### src/rtl/bdhq_pkg.sv
// shared types, constants and register map for the button debounce and head id qualifier
package bdhq_pkg;

    localparam int BUTTONS        = 4;
    localparam int BTN_OUT_W      = 4;
    localparam int STABLE_SAMPLES = 4;
    localparam int ADC_BITS       = 12;

    localparam int TICK_W = 16;
    localparam int CNT_W  = $clog2(STABLE_SAMPLES + 1);
    localparam int CFG_IDX_W  = 8;
    localparam int CFG_DATA_W = 16;

    localparam logic [TICK_W-1:0] AGE_MAX = {TICK_W{1'b1}};

    // register indexes
    localparam logic [CFG_IDX_W-1:0] CFG_DEBOUNCE      = CFG_IDX_W'(0);
    localparam logic [CFG_IDX_W-1:0] CFG_SAMPLE_IVL    = CFG_IDX_W'(1);
    localparam logic [CFG_IDX_W-1:0] CFG_TRACER_LOW    = CFG_IDX_W'(2);
    localparam logic [CFG_IDX_W-1:0] CFG_TRACER_HIGH   = CFG_IDX_W'(3);
    localparam logic [CFG_IDX_W-1:0] CFG_CUTTER_LOW    = CFG_IDX_W'(4);
    localparam logic [CFG_IDX_W-1:0] CFG_CUTTER_HIGH   = CFG_IDX_W'(5);
    localparam logic [CFG_IDX_W-1:0] CFG_ABSENT_LOW    = CFG_IDX_W'(6);
    localparam logic [CFG_IDX_W-1:0] CFG_ASSUME_CUTTER = CFG_IDX_W'(7);

    // register reset values
    localparam logic [TICK_W-1:0]   RST_DEBOUNCE    = TICK_W'(50);
    localparam logic [TICK_W-1:0]   RST_SAMPLE_IVL  = TICK_W'(20);
    localparam logic [ADC_BITS-1:0] RST_TRACER_LOW  = ADC_BITS'(1800);
    localparam logic [ADC_BITS-1:0] RST_TRACER_HIGH = ADC_BITS'(2300);
    localparam logic [ADC_BITS-1:0] RST_CUTTER_LOW  = ADC_BITS'(200);
    localparam logic [ADC_BITS-1:0] RST_CUTTER_HIGH = ADC_BITS'(1500);
    localparam logic [ADC_BITS-1:0] RST_ABSENT_LOW  = ADC_BITS'(3800);

    typedef enum logic [1:0] {
        HEAD_UNKNOWN = 2'd0,
        HEAD_CUTTING = 2'd1,
        HEAD_TRACING = 2'd2,
        HEAD_ABSENT  = 2'd3
    } t_head;

    typedef struct packed {
        logic [ADC_BITS-1:0] tracer_low;
        logic [ADC_BITS-1:0] tracer_high;
        logic [ADC_BITS-1:0] cutter_low;
        logic [ADC_BITS-1:0] cutter_high;
        logic [ADC_BITS-1:0] absent_low;
        logic                assume_cutter;
        logic [TICK_W-1:0]   sample_interval;
    } t_head_cfg;

    typedef struct packed {
        t_head head_type;
        logic  head_known;
        logic  head_changed;
        logic  head_sampled;
    } t_head_res;

    typedef struct packed {
        logic [BTN_OUT_W-1:0] stable_buttons;
        logic [BTN_OUT_W-1:0] button_changed;
        t_head_res            head;
    } t_result;

endpackage

### src/rtl/bdhq_lane.sv
// one button debouncer lane: age counter, last raw level and stable level
module bdhq_lane (
    input  logic                         i_clk,
    input  logic                         i_rst_n,
    input  logic                         i_fire,
    input  logic                         i_raw,
    input  logic [bdhq_pkg::TICK_W-1:0]  i_debounce,
    output logic                         o_stable,
    output logic                         o_changed
);

    logic                        r_last;
    logic                        r_stable;
    logic [bdhq_pkg::TICK_W-1:0] r_age;
    logic                        n_last;
    logic                        n_stable;
    logic [bdhq_pkg::TICK_W-1:0] n_age;

    always_comb begin
        n_last = i_raw;
        if (i_raw != r_last) begin
            n_age = '0;
        end else if (r_age != bdhq_pkg::AGE_MAX) begin
            n_age = r_age + 1'b1;
        end else begin
            n_age = r_age;
        end
        o_changed = (i_raw != r_stable) && (n_age >= i_debounce);
        n_stable  = o_changed ? i_raw : r_stable;
        o_stable  = n_stable;
    end

    always_ff @(posedge i_clk) begin
        if (!i_rst_n) begin
            r_last   <= 1'b1;
            r_stable <= 1'b1;
            r_age    <= '0;
        end else if (i_fire) begin
            r_last   <= n_last;
            r_stable <= n_stable;
            r_age    <= n_age;
        end
    end

endmodule

### src/rtl/bdhq_head.sv
// head identification: sample timer, window classifier and consecutive-sample qualifier
module bdhq_head (
    input  logic                            i_clk,
    input  logic                            i_rst_n,
    input  logic                            i_fire,
    input  logic [bdhq_pkg::ADC_BITS-1:0]   i_adc,
    input  bdhq_pkg::t_head_cfg             i_cfg,
    output bdhq_pkg::t_head_res             o_res
);

    logic [bdhq_pkg::TICK_W-1:0] r_countdown;
    logic [bdhq_pkg::TICK_W-1:0] n_countdown;
    bdhq_pkg::t_head             r_cand;
    bdhq_pkg::t_head             n_cand;
    logic [bdhq_pkg::CNT_W-1:0]  r_count;
    logic [bdhq_pkg::CNT_W-1:0]  n_count;
    bdhq_pkg::t_head             r_stable;
    bdhq_pkg::t_head             n_stable;
    logic                        r_valid;
    logic                        n_valid;
    bdhq_pkg::t_head             w_class;
    logic                        w_sample;
    logic                        w_set;

    // fixed priority window compares
    always_comb begin
        if (i_adc >= i_cfg.tracer_low && i_adc <= i_cfg.tracer_high) begin
            w_class = bdhq_pkg::HEAD_TRACING;
        end else if (i_cfg.assume_cutter) begin
            w_class = bdhq_pkg::HEAD_CUTTING;
        end else if (i_adc >= i_cfg.absent_low) begin
            w_class = bdhq_pkg::HEAD_ABSENT;
        end else if (i_adc >= i_cfg.cutter_low && i_adc <= i_cfg.cutter_high) begin
            w_class = bdhq_pkg::HEAD_CUTTING;
        end else begin
            w_class = bdhq_pkg::HEAD_UNKNOWN;
        end
    end

    always_comb begin
        w_sample    = (r_countdown == '0);
        n_countdown = r_countdown - 1'b1;
        n_cand      = r_cand;
        n_count     = r_count;
        n_stable    = r_stable;
        n_valid     = r_valid;
        w_set       = 1'b0;
        if (w_sample) begin
            n_countdown = (i_cfg.sample_interval != '0) ? i_cfg.sample_interval - 1'b1 : '0;
            if (w_class == r_cand) begin
                if (r_count < bdhq_pkg::CNT_W'(bdhq_pkg::STABLE_SAMPLES)) begin
                    n_count = r_count + 1'b1;
                end
            end else begin
                n_cand  = w_class;
                n_count = bdhq_pkg::CNT_W'(1);
            end
            if (n_count >= bdhq_pkg::CNT_W'(bdhq_pkg::STABLE_SAMPLES)
                && (!r_valid || n_cand != r_stable)) begin
                w_set    = 1'b1;
                n_stable = n_cand;
                n_valid  = 1'b1;
            end
        end
        o_res.head_type    = n_stable;
        o_res.head_known   = n_valid;
        o_res.head_changed = w_set;
        o_res.head_sampled = w_sample;
    end

    always_ff @(posedge i_clk) begin
        if (!i_rst_n) begin
            r_countdown <= '0;
            r_cand      <= bdhq_pkg::HEAD_UNKNOWN;
            r_count     <= '0;
            r_stable    <= bdhq_pkg::HEAD_UNKNOWN;
            r_valid     <= 1'b0;
        end else if (i_fire) begin
            r_countdown <= n_countdown;
            r_cand      <= n_cand;
            r_count     <= n_count;
            r_stable    <= n_stable;
            r_valid     <= n_valid;
        end
    end

endmodule

### src/rtl/button_debounce_head_id_qualifier.sv
// top level: config registers, debouncer lanes, head qualifier and output merge with skid
// result: an accepted tick item's result is registered into the output slot or the skid entry
// throughput: one tick item per cycle while ready; every lane and the head update on accept
// output: a result register plus one skid entry, so input ready only drops while both are full
// reset: synchronous active low; buttons read released, ages and sample timer clear so the
// first tick takes a head sample, head unknown and unconfirmed, registers take default values
module button_debounce_head_id_qualifier (
    input  logic                              i_clk,
    input  logic                              i_rst_n,
    // tick items
    input  logic                              i_in_valid,
    output logic                              o_in_ready,
    input  logic [bdhq_pkg::BTN_OUT_W-1:0]    i_in_raw_buttons,
    input  logic [bdhq_pkg::ADC_BITS-1:0]     i_in_head_adc,
    // result items
    output logic                              o_out_valid,
    input  logic                              i_out_ready,
    output logic [bdhq_pkg::BTN_OUT_W-1:0]    o_out_stable_buttons,
    output logic [bdhq_pkg::BTN_OUT_W-1:0]    o_out_button_changed,
    output logic [1:0]                        o_out_head_type,
    output logic                              o_out_head_known,
    output logic                              o_out_head_changed,
    output logic                              o_out_head_sampled,
    // register writes
    input  logic                              i_cfg_valid,
    output logic                              o_cfg_ready,
    input  logic [bdhq_pkg::CFG_IDX_W-1:0]    i_cfg_index,
    input  logic [bdhq_pkg::CFG_DATA_W-1:0]   i_cfg_data
);

    // configuration registers
    logic [bdhq_pkg::TICK_W-1:0] r_debounce;
    bdhq_pkg::t_head_cfg         r_head_cfg;

    logic                        w_fire;
    logic [bdhq_pkg::BUTTONS-1:0] w_lane_stable;
    logic [bdhq_pkg::BUTTONS-1:0] w_lane_changed;
    bdhq_pkg::t_head_res         w_head;
    bdhq_pkg::t_result           w_result;

    // output register and skid entry
    bdhq_pkg::t_result           r_out;
    logic                        r_out_valid;
    bdhq_pkg::t_result           r_skid;
    logic                        r_skid_valid;
    logic                        w_out_take;

    assign o_cfg_ready = 1'b1;
    assign o_in_ready  = !r_skid_valid;
    assign w_fire      = i_in_valid && o_in_ready;
    assign w_out_take  = r_out_valid && i_out_ready;

    // register writes, index beyond the map is dropped
    always_ff @(posedge i_clk) begin
        if (!i_rst_n) begin
            r_debounce                 <= bdhq_pkg::RST_DEBOUNCE;
            r_head_cfg.sample_interval <= bdhq_pkg::RST_SAMPLE_IVL;
            r_head_cfg.tracer_low      <= bdhq_pkg::RST_TRACER_LOW;
            r_head_cfg.tracer_high     <= bdhq_pkg::RST_TRACER_HIGH;
            r_head_cfg.cutter_low      <= bdhq_pkg::RST_CUTTER_LOW;
            r_head_cfg.cutter_high     <= bdhq_pkg::RST_CUTTER_HIGH;
            r_head_cfg.absent_low      <= bdhq_pkg::RST_ABSENT_LOW;
            r_head_cfg.assume_cutter   <= 1'b0;
        end else if (i_cfg_valid && o_cfg_ready) begin
            case (i_cfg_index)
                bdhq_pkg::CFG_DEBOUNCE: begin
                    r_debounce <= i_cfg_data[bdhq_pkg::TICK_W-1:0];
                end
                bdhq_pkg::CFG_SAMPLE_IVL: begin
                    r_head_cfg.sample_interval <= i_cfg_data[bdhq_pkg::TICK_W-1:0];
                end
                bdhq_pkg::CFG_TRACER_LOW: begin
                    r_head_cfg.tracer_low <= i_cfg_data[bdhq_pkg::ADC_BITS-1:0];
                end
                bdhq_pkg::CFG_TRACER_HIGH: begin
                    r_head_cfg.tracer_high <= i_cfg_data[bdhq_pkg::ADC_BITS-1:0];
                end
                bdhq_pkg::CFG_CUTTER_LOW: begin
                    r_head_cfg.cutter_low <= i_cfg_data[bdhq_pkg::ADC_BITS-1:0];
                end
                bdhq_pkg::CFG_CUTTER_HIGH: begin
                    r_head_cfg.cutter_high <= i_cfg_data[bdhq_pkg::ADC_BITS-1:0];
                end
                bdhq_pkg::CFG_ABSENT_LOW: begin
                    r_head_cfg.absent_low <= i_cfg_data[bdhq_pkg::ADC_BITS-1:0];
                end
                bdhq_pkg::CFG_ASSUME_CUTTER: begin
                    r_head_cfg.assume_cutter <= i_cfg_data[0];
                end
                default: begin
                end
            endcase
        end
    end

    // one debouncer per button, all updated in the accept cycle
    for (genvar g = 0; g < bdhq_pkg::BUTTONS; g++) begin : g_lane
        bdhq_lane u_lane (
            .i_clk      (i_clk),
            .i_rst_n    (i_rst_n),
            .i_fire     (w_fire),
            .i_raw      (i_in_raw_buttons[g]),
            .i_debounce (r_debounce),
            .o_stable   (w_lane_stable[g]),
            .o_changed  (w_lane_changed[g])
        );
    end

    bdhq_head u_head (
        .i_clk   (i_clk),
        .i_rst_n (i_rst_n),
        .i_fire  (w_fire),
        .i_adc   (i_in_head_adc),
        .i_cfg   (r_head_cfg),
        .o_res   (w_head)
    );

    // merge lane findings and head result; unused button bits read released and unchanged
    always_comb begin
        w_result.stable_buttons = {bdhq_pkg::BTN_OUT_W{1'b1}};
        w_result.button_changed = '0;
        w_result.stable_buttons[bdhq_pkg::BUTTONS-1:0] = w_lane_stable;
        w_result.button_changed[bdhq_pkg::BUTTONS-1:0] = w_lane_changed;
        w_result.head = w_head;
    end

    // output register with skid: new item goes to the output slot when it is free or
    // being drained with nothing in the skid, otherwise it parks in the skid entry
    always_ff @(posedge i_clk) begin
        if (!i_rst_n) begin
            r_out_valid  <= 1'b0;
            r_skid_valid <= 1'b0;
        end else begin
            if (!r_out_valid || w_out_take) begin
                if (r_skid_valid) begin
                    r_out_valid  <= 1'b1;
                    r_skid_valid <= w_fire;
                end else begin
                    r_out_valid  <= w_fire;
                end
            end else if (w_fire) begin
                r_skid_valid <= 1'b1;
            end
        end
    end

    always_ff @(posedge i_clk) begin
        if (!r_out_valid || w_out_take) begin
            if (r_skid_valid) begin
                r_out <= r_skid;
                if (w_fire) begin
                    r_skid <= w_result;
                end
            end else if (w_fire) begin
                r_out <= w_result;
            end
        end else if (w_fire) begin
            r_skid <= w_result;
        end
    end

    assign o_out_valid          = r_out_valid;
    assign o_out_stable_buttons = r_out.stable_buttons;
    assign o_out_button_changed = r_out.button_changed;
    assign o_out_head_type      = r_out.head.head_type;
    assign o_out_head_known     = r_out.head.head_known;
    assign o_out_head_changed   = r_out.head.head_changed;
    assign o_out_head_sampled   = r_out.head.head_sampled;

    // skid entry only fills behind a held output slot
    a_skid_behind_out : assert property (@(posedge i_clk) disable iff (!i_rst_n)
        r_skid_valid |-> r_out_valid)
        else $error("skid entry full while output slot empty");

    // an item taken while the output is stalled must land in the skid entry
    a_stall_to_skid : assert property (@(posedge i_clk) disable iff (!i_rst_n)
        (w_fire && r_out_valid && !i_out_ready) |=> r_skid_valid)
        else $error("item accepted under stall was not parked");

    // a head change only happens on a sample tick and always confirms the head
    a_head_change : assert property (@(posedge i_clk) disable iff (!i_rst_n)
        (o_out_valid && o_out_head_changed) |-> (o_out_head_sampled && o_out_head_known))
        else $error("head change without sample or confirmation");

    // a button change must leave the stable level equal to the raw level of that tick
    a_btn_change : assert property (@(posedge i_clk) disable iff (!i_rst_n)
        (w_fire && (w_lane_changed != '0))
            |-> ((w_lane_stable & w_lane_changed)
                 == (i_in_raw_buttons[bdhq_pkg::BUTTONS-1:0] & w_lane_changed)))
        else $error("debounced level did not follow raw level on change");

endmodule
### config.mk
export PLATFORM = sky130hd
export DESIGN_NAME = button_debounce_head_id_qualifier
export DESIGN_NICKNAME = d
export VERILOG_FILES = /design/src/rtl/bdhq_pkg.sv /design/src/rtl/bdhq_lane.sv /design/src/rtl/bdhq_head.sv /design/src/rtl/button_debounce_head_id_qualifier.sv
export SDC_FILE = /design/constraint.sdc
export NUM_CORES = 1
export LEC_CHECK = 0
export ABC_AREA = 1
export BUFFER_PORTS_ARGS = -buffer_cell sky130_fd_sc_hd__buf_2
export CAP_MARGIN = 15
export CORE_ASPECT_RATIO = 0.5
export CORE_UTILIZATION = 56
export DETAILED_ROUTE_END_ITERATION = 16
export HOLD_SLACK_MARGIN = 0.06
export PLACE_DENSITY = 0.81
export RECOVER_POWER = 100
export SYNTH_ARGS = -nofsm -noshare
export SYNTH_HDL_FRONTEND = slang
export SYNTH_SLANG_ARGS = --single-unit
### constraint.sdc
create_clock -name i_clk -period 7.05 [get_ports i_clk]
set_input_delay 1.0575 -clock i_clk [delete_from_list [all_inputs] [get_ports i_clk]]
set_output_delay 1.0575 -clock i_clk [all_outputs]
set_load 0.02 [all_outputs]
* Yosys cells after proc, flatten, opt, wreduce, memory -nomap -nowiden *
Cells that the tools add are included.

storage, ports and cells
  register bits = 217
  logic and storage cells = 146
  output and inout port bits = 16

operators by class
  muxes and demuxes = 38
  order comparisons = 11
  $add $sub $neg = 7
  reduce and logical (&&, ||, !) cells = 29
  equal/unequal tests = 22

operators by type and width
  operator                                            count
  2-to-1 mux 16 bit                                   10
  2-to-1 mux 13 bit                                   5
  adder 16 x 1 -> 16 bit, second input constant       4
  >= comparator 16 bit                                4
  != test 16 bit, second input constant               4
  >= comparator 12 bit                                3
  == test 8 x 3 -> 1 bit, second input constant       4
  subtractor 16 x 1 -> 16 bit, second input constant  2
  <= comparator 12 bit                                2
  AND reduction 2 bit                                 10
  == test 8 x 2 -> 1 bit, second input constant       2
  zero test 16 bit                                    1
  nonzero test 16 bit                                 1
  2-to-1 mux 2 bit                                    7
  2-to-1 mux 1 bit                                    13
  logical AND 1 bit                                   9
  2-to-1 mux 3 bit                                    3
  == test 8 x 1 -> 1 bit, second input constant       1
  zero test 8 bit                                     1
  != test 1 bit                                       8
  nonzero test 2 bit                                  2
  adder 3 x 1 -> 3 bit, second input constant         1
  >= comparator 3 bit, second input constant          1
  zero test 1 bit                                     3
  other kinds (5)                                     6

* Longest topological paths before layout *
  depth in word-level cells = 17
  mapped depth = 25
  depth with buffers taken out = 25

* By module *
Synthesis repeated with hierarchy kept, for this count alone.

second synthesis, totals
  cells, all modules = 2171
  area, all modules = 15109.5 um^2

modules (own cells, without submodules)
  module                             sequential area each (um^2)  area each (um^2)  cells each  instances
  bdhq_lane at g_lane[0].u_lane ...  360.3                        1645.3            247         3
  button_debounce_head_id_qualifier  2682.6                       4845.9            602         1
  bdhq_head                          480.5                        3656.0            584         1
  bdhq_lane at g_lane[3].u_lane      360.3                        1671.6            244         1

* Worst setup path before layout *
No wires, ideal clock.

  path type = flip-flop to flip-flop
  from = register g_lane[0].u_lane.r_age[0] in the netlist's numbering
  to = register r_out, in the netlist o_out_stable_buttons[0], data pin
  cell stages (with the launch flop) = 26
  data arrival time = 2.948 ns
  library setup time = 0.255 ns
  path slack = 3.846 ns
  cell sequence = dfxtp_1 -> ha_1 -> nand2_1 -> nor2_1 -> inv_1 -> nor3_2 -> inv_2 -> nor2_4 -> inv_2 -> nor2_8 -> inv_4 -> nand3_4 -> nor2_2 -> or2_0 -> nand3_2 -> inv_1 -> ha_1 -> nand2_1 -> nor2_1 -> nand2_1 -> o211ai_1 -> nand2_1 -> nand3_1 -> mux2_2 -> nand2_1 -> nand2_1

on the way
  longest elaborated chain between the ends = 8
  elaborated cells between the ends (all ways) = 9

RTL lines
  item                                                             line                                      text
  start, declared                                                  bdhq_lane.sv:14                           logic [bdhq_pkg::TICK_W-1:0] r_age;
  start signal, assigned                                           bdhq_lane.sv:41                           r_age <= n_age;
  adder 16 x 1 -> 16 bit / != test 16 bit (equally long branches)  bdhq_lane.sv:24, bdhq_lane.sv:23
  2-to-1 mux 16 bit (*)                                            bdhq_lane.sv:23                           end else if (r_age != bdhq_pkg::AGE_MAX) begin
  2-to-1 mux 16 bit (*)                                            bdhq_lane.sv:21                           if (i_raw != r_last) begin
  via g_lane[0].u_lane.n_age, one bit                              bdhq_lane.sv:17                           logic [bdhq_pkg::TICK_W-1:0] n_age;
  >= comparator 16 bit (*)                                         bdhq_lane.sv:28                           o_changed = (i_raw != r_stable) && (n_age >= i_debounce);
  logical AND 1 bit (*)                                            bdhq_lane.sv:28
  2-to-1 mux 1 bit (*)                                             bdhq_lane.sv:29                           n_stable = o_changed ? i_raw : r_stable;
  via g_lane[0].u_lane.o_stable                                    bdhq_lane.sv:8                            output logic o_stable,
  2-to-1 mux 13 bit (*)                                            button_debounce_head_id_qualifier.sv:154  end else if (w_fire) begin
  2-to-1 mux 13 bit (*)                                            button_debounce_head_id_qualifier.sv:149  if (r_skid_valid) begin
  end signal, assigned                                             button_debounce_head_id_qualifier.sv:150  r_out <= r_skid;
  end signal, assigned                                             button_debounce_head_id_qualifier.sv:155  r_out <= w_result;
  end, declared                                                    button_debounce_head_id_qualifier.sv:42   bdhq_pkg::t_result r_out;

The timed path passes the listed nets; every way through them passes the cells marked *. The select of a mux whose other input is x is not followed.
A chain may end at the register's enable or synchronous reset.

* Worst setup path after layout *
  from = register r_skid_valid
  to = register r_skid[9] in the netlist's numbering (enable)

on the way
  longest elaborated chain between the ends = 1

RTL lines
  item                     line                                      text
  start, declared          button_debounce_head_id_qualifier.sv:45   logic r_skid_valid;
  start signal, assigned   button_debounce_head_id_qualifier.sv:137  r_skid_valid <= w_fire;
  != test 2 bit (no line)  -
  end signal, assigned     button_debounce_head_id_qualifier.sv:152  r_skid <= w_result;
  end signal, assigned     button_debounce_head_id_qualifier.sv:158  r_skid <= w_result;
  end, declared            button_debounce_head_id_qualifier.sv:44   bdhq_pkg::t_result r_skid;

No other way between the ends.

==> impl_results.md <==
* Htree depth at 1
* Clk slew on worst S/H paths at 0.07 ns
* Later-pin clock latency in the skew report at 0.52 ns
* CTS Hold Bufs at 0
* Critical path peak fanout at 46
* Number of flops mapped to enable cells by yosys at 26
* VDD IR max at 0.1938 mV
* Post-CTS Setup Bufs at 0
* First-pass GRT wire length at 54830 um
* Final Skew at 0.01482 ns
* Leakage Power at 6.997 nW
* Sequential fraction of the synthesis area at 33.97%
* Commonest cells in the synthesized netlist: nand2_1, inv_1, a21oi_1
* Dpl ws at 2.904 ns
* Failing checks: capacitance limit, slew limit
* Slowest-stage cell, CP: inv_1
* Worst Hold Class: flip-flop to flip-flop
* Power Density at 197.4 nW/um2
* WL/cell at 14.59 um
* Die footprint at 24870 um2
* Critical Path Sink: r_skid[9]
* Max stage delay on crit path at 1.42 ns
* Clock Sinks at 217
* GR Overflow Total at 0
* Vias at 12330
* Most common cell in the netlist: nand2_1
* Number of global-route vias before repair at 11320
* GR met1 Demand/Resource at 36.49%
* Flop2flop setup slack at 2.02 ns
* Slew @ Worst Pin at 3.455 ns
* Commonest register cell after synthesis: dfxtp_1
* Die width at 222.0 um
* Relative slew slack at -130.3%
* Cells after DPL at 2206
* Startpoint types: flip-flop
* TritonCTS clock tree: done
* Rows at 39
* Pins Over Slew Limit at 182
* Core area at 23280 um2
* Syn nets at 2066
* Initial core utilization at 58.23%
* Via-to-Cell Ratio at 5.491
* Synthesized area per cell at 7.172 um2
* Synth Warn # at 0
* I/O pin count at 61
* Max Fclk at 198.7 MHz
* M2 GR Usage at 43.93%
* Drt pass-1 iters at 6
* Worst setup EP type: flip-flop
* Beginning of the worst hold path: g_lane[2].u_lane.r_last
* Setup violations, final at 0
* GR Util All Layers at 26.67%
* Top-area cell type share of the netlist area at 28.21%
* Number of buffers inserted by port buffering at 59
* PostCTS Resize Cnt at 0
* Synthesized instance count at 1890
* WS Path Type: flip-flop to flip-flop
* Final hold vios at 0
* Tcrit/Tclk final at 71.37%
* Reg2Reg Launch Point: r_skid_valid
* Crit path required time at 7.27 ns
* Detailed placement HPWL at 23080 um
* DRT Wirelength at 32760 um
* # fillers at 2036
* Setup TNS at 0 ns
* Synth-to-layout area growth at 7.929%
* Routability cong. at 0.9332
* Worst reg2reg path depth at 5
* Worst EP arrival at 5.25 ns
* RSZ-0062 raised after global routing: false
* Worst setup margin at 2.018 ns
* Outcome: finished, violations left
* Nets at 2099
* Crit-path cells: nor2_4 > clkbuf_1 > inv_1 > nor2_1 > buf_4
* Largest net degree at the start of global routing at 96
* Num CTS Buffers at 21
* Largest cells by area after synthesis: dfxtp_1, ha_1, nand2_1
* Post-Route Utilization at 62.85%
* Layout cells sized above 1 at 5.934%
* Synth cell types at 56
* Post-synth ARST share at 0%
* Die H at 112.0 um
* Clock Path Buffers at 3
* Global routing usage on met3 at 3.927%
* Non-filler instance count after layout at 2246
* Violation count after the first detailed-routing iteration at 884
* Most used routing layer: met2
* Initial antenna violation count at 1
* Min cycle time layout at 5.032 ns
* Placed Area at 14090 um2
* Worst Setup SP: r_skid_valid
* Yosys top cell by area: dfxtp_1
* CTS Root Cell: clkbuf_16
* Remaining DRCs at 0
* R2r endpoint: r_skid[9]
* Cell Area, Synth at 13550 um2
* Fin area at 14630 um2
* FF+latch count, synth at 217
* Max cap viols at 3
* Final ANT Viol Nets at 0
metal layers:
metal	vias to the layer above	share of wire [%]
met5	-	0
met4	0	2.5
met3	68	5.9
met2	379	45
met1	5554	47
li1	6331	-
critical path: cells and delay by family, from the launching register on:
kind	cells	cell delay [ns]
buf+inv	3	3.06
flops	1	0.59
simple gates	2	1.06
layout by cell type (no fill, tap or decap), types with 3 or more instances in the layout:
master | netlist | layout
nand3_1 | 75 | 76
a21oi_2 | 3 | 3
o31ai_1 | 4 | 4
a211oi_1 | 8 | 8
dfxtp_1 | 191 | 191
clkbuf_16 | 0 | 21
clkbuf_1 | 47 | 29
nor2_2 | 5 | 4
clkinv_2 | 0 | 5
a21o_1 | 3 | 3
inv_1 | 304 | 305
nor4_1 | 8 | 9
xnor2_1 | 16 | 16
nor2_1 | 145 | 148
o221ai_1 | 4 | 4
nand2_1 | 334 | 337
clkinv_1 | 3 | 4
ha_1 | 131 | 131
nand2_2 | 5 | 3
nand4_1 | 22 | 22
mux2_1 | 0 | 3
inv_2 | 5 | 4
a221oi_1 | 4 | 4
nor3_1 | 31 | 32
edfxtp_1 | 26 | 26
buf_4 | 1 | 6
o21ai_0 | 171 | 171
buf_2 | 5 | 42
or2_2 | 6 | 6
o211ai_1 | 52 | 52
xor2_1 | 37 | 37
a21oi_1 | 198 | 198
per-stage QoR:
step	power [mW]	hold WS, ns
floorplan	1.685	0.4497
global placement	1.791	0.4633
CTS	2.903	0.4861
detailed placement	1.802	0.4702
finish	2.888	0.4891
global route	3.028	0.5032
where the power goes:
| part | switching (mW) | total (mW) | internal [mW] |
|---|---|---|---|
| sequential | 0.0452 | 1.35 | 1.31 |
| clock | 0.502 | 1.11 | 0.611 |
| combinational | 0.276 | 0.424 | 0.148 |
sequential cells by signal, summed over array words and instances, names as in the netlist, 2 cells and up:
signal and cells:
r_head_cfg 77, g_lane.u_lane.r_age 64, r_debounce 16, u_head.r_countdown 16
r_skid 13, g_lane.u_lane.r_last 4, g_lane.u_lane.r_stable 4, o_out_button_changed 4
o_out_stable_buttons 4, u_head.r_count 3, o_out_head_type 2, u_head.r_cand 2
u_head.r_stable 2
cell type report:
class / instances / area (um2) / area share (%)
inverters: 313 / 1176 / 8.040
flip-flops and latches: 217 / 4604 / 31.47
diodes: 1 / 2.502 / 0.01711
multi-input cells: 1298 / 7465 / 51.03
clock buffers: 29 / 575.6 / 3.934
repair buffers: 72 / 346.6 / 2.369
well taps: 307 / 384.1 / 2.626
clock inverters: 9 / 75.07 / 0.5132
worst min path at each step:
stage | end | slack, ns | depth (start not counted)
final | g_lane[2].u_lane.r_last | 0.49 | 2
after CTS | g_lane[3].u_lane.r_last | 0.49 | 2
after global routing | g_lane[2].u_lane.r_last | 0.50 | 2
after global placement | g_lane[2].u_lane.r_last | 0.46 | 2
after floorplan | g_lane[0].u_lane.r_last | 0.45 | 2
after detailed placement | g_lane[1].u_lane.r_last | 0.47 | 2
logic make-up (layout without fill, tap and decap cells):
group / count (synthesis) / in the layout / share of synthesized area [%]
other: 1 / 2 / 0.02767
XOR/XNOR: 53 / 53 / 3.425
flip-flops: 217 / 217 / 33.97
AO/OA/AOI/OAI: 457 / 457 / 18.66
adder cells (fa/ha/maj): 131 / 131 / 12.09
AND/OR/NAND/NOR: 652 / 652 / 21.01
multiplexers: 4 / 4 / 0.3323
buffers and inverters: 375 / 423 / 10.49
(Power assumes the default switching activity.)
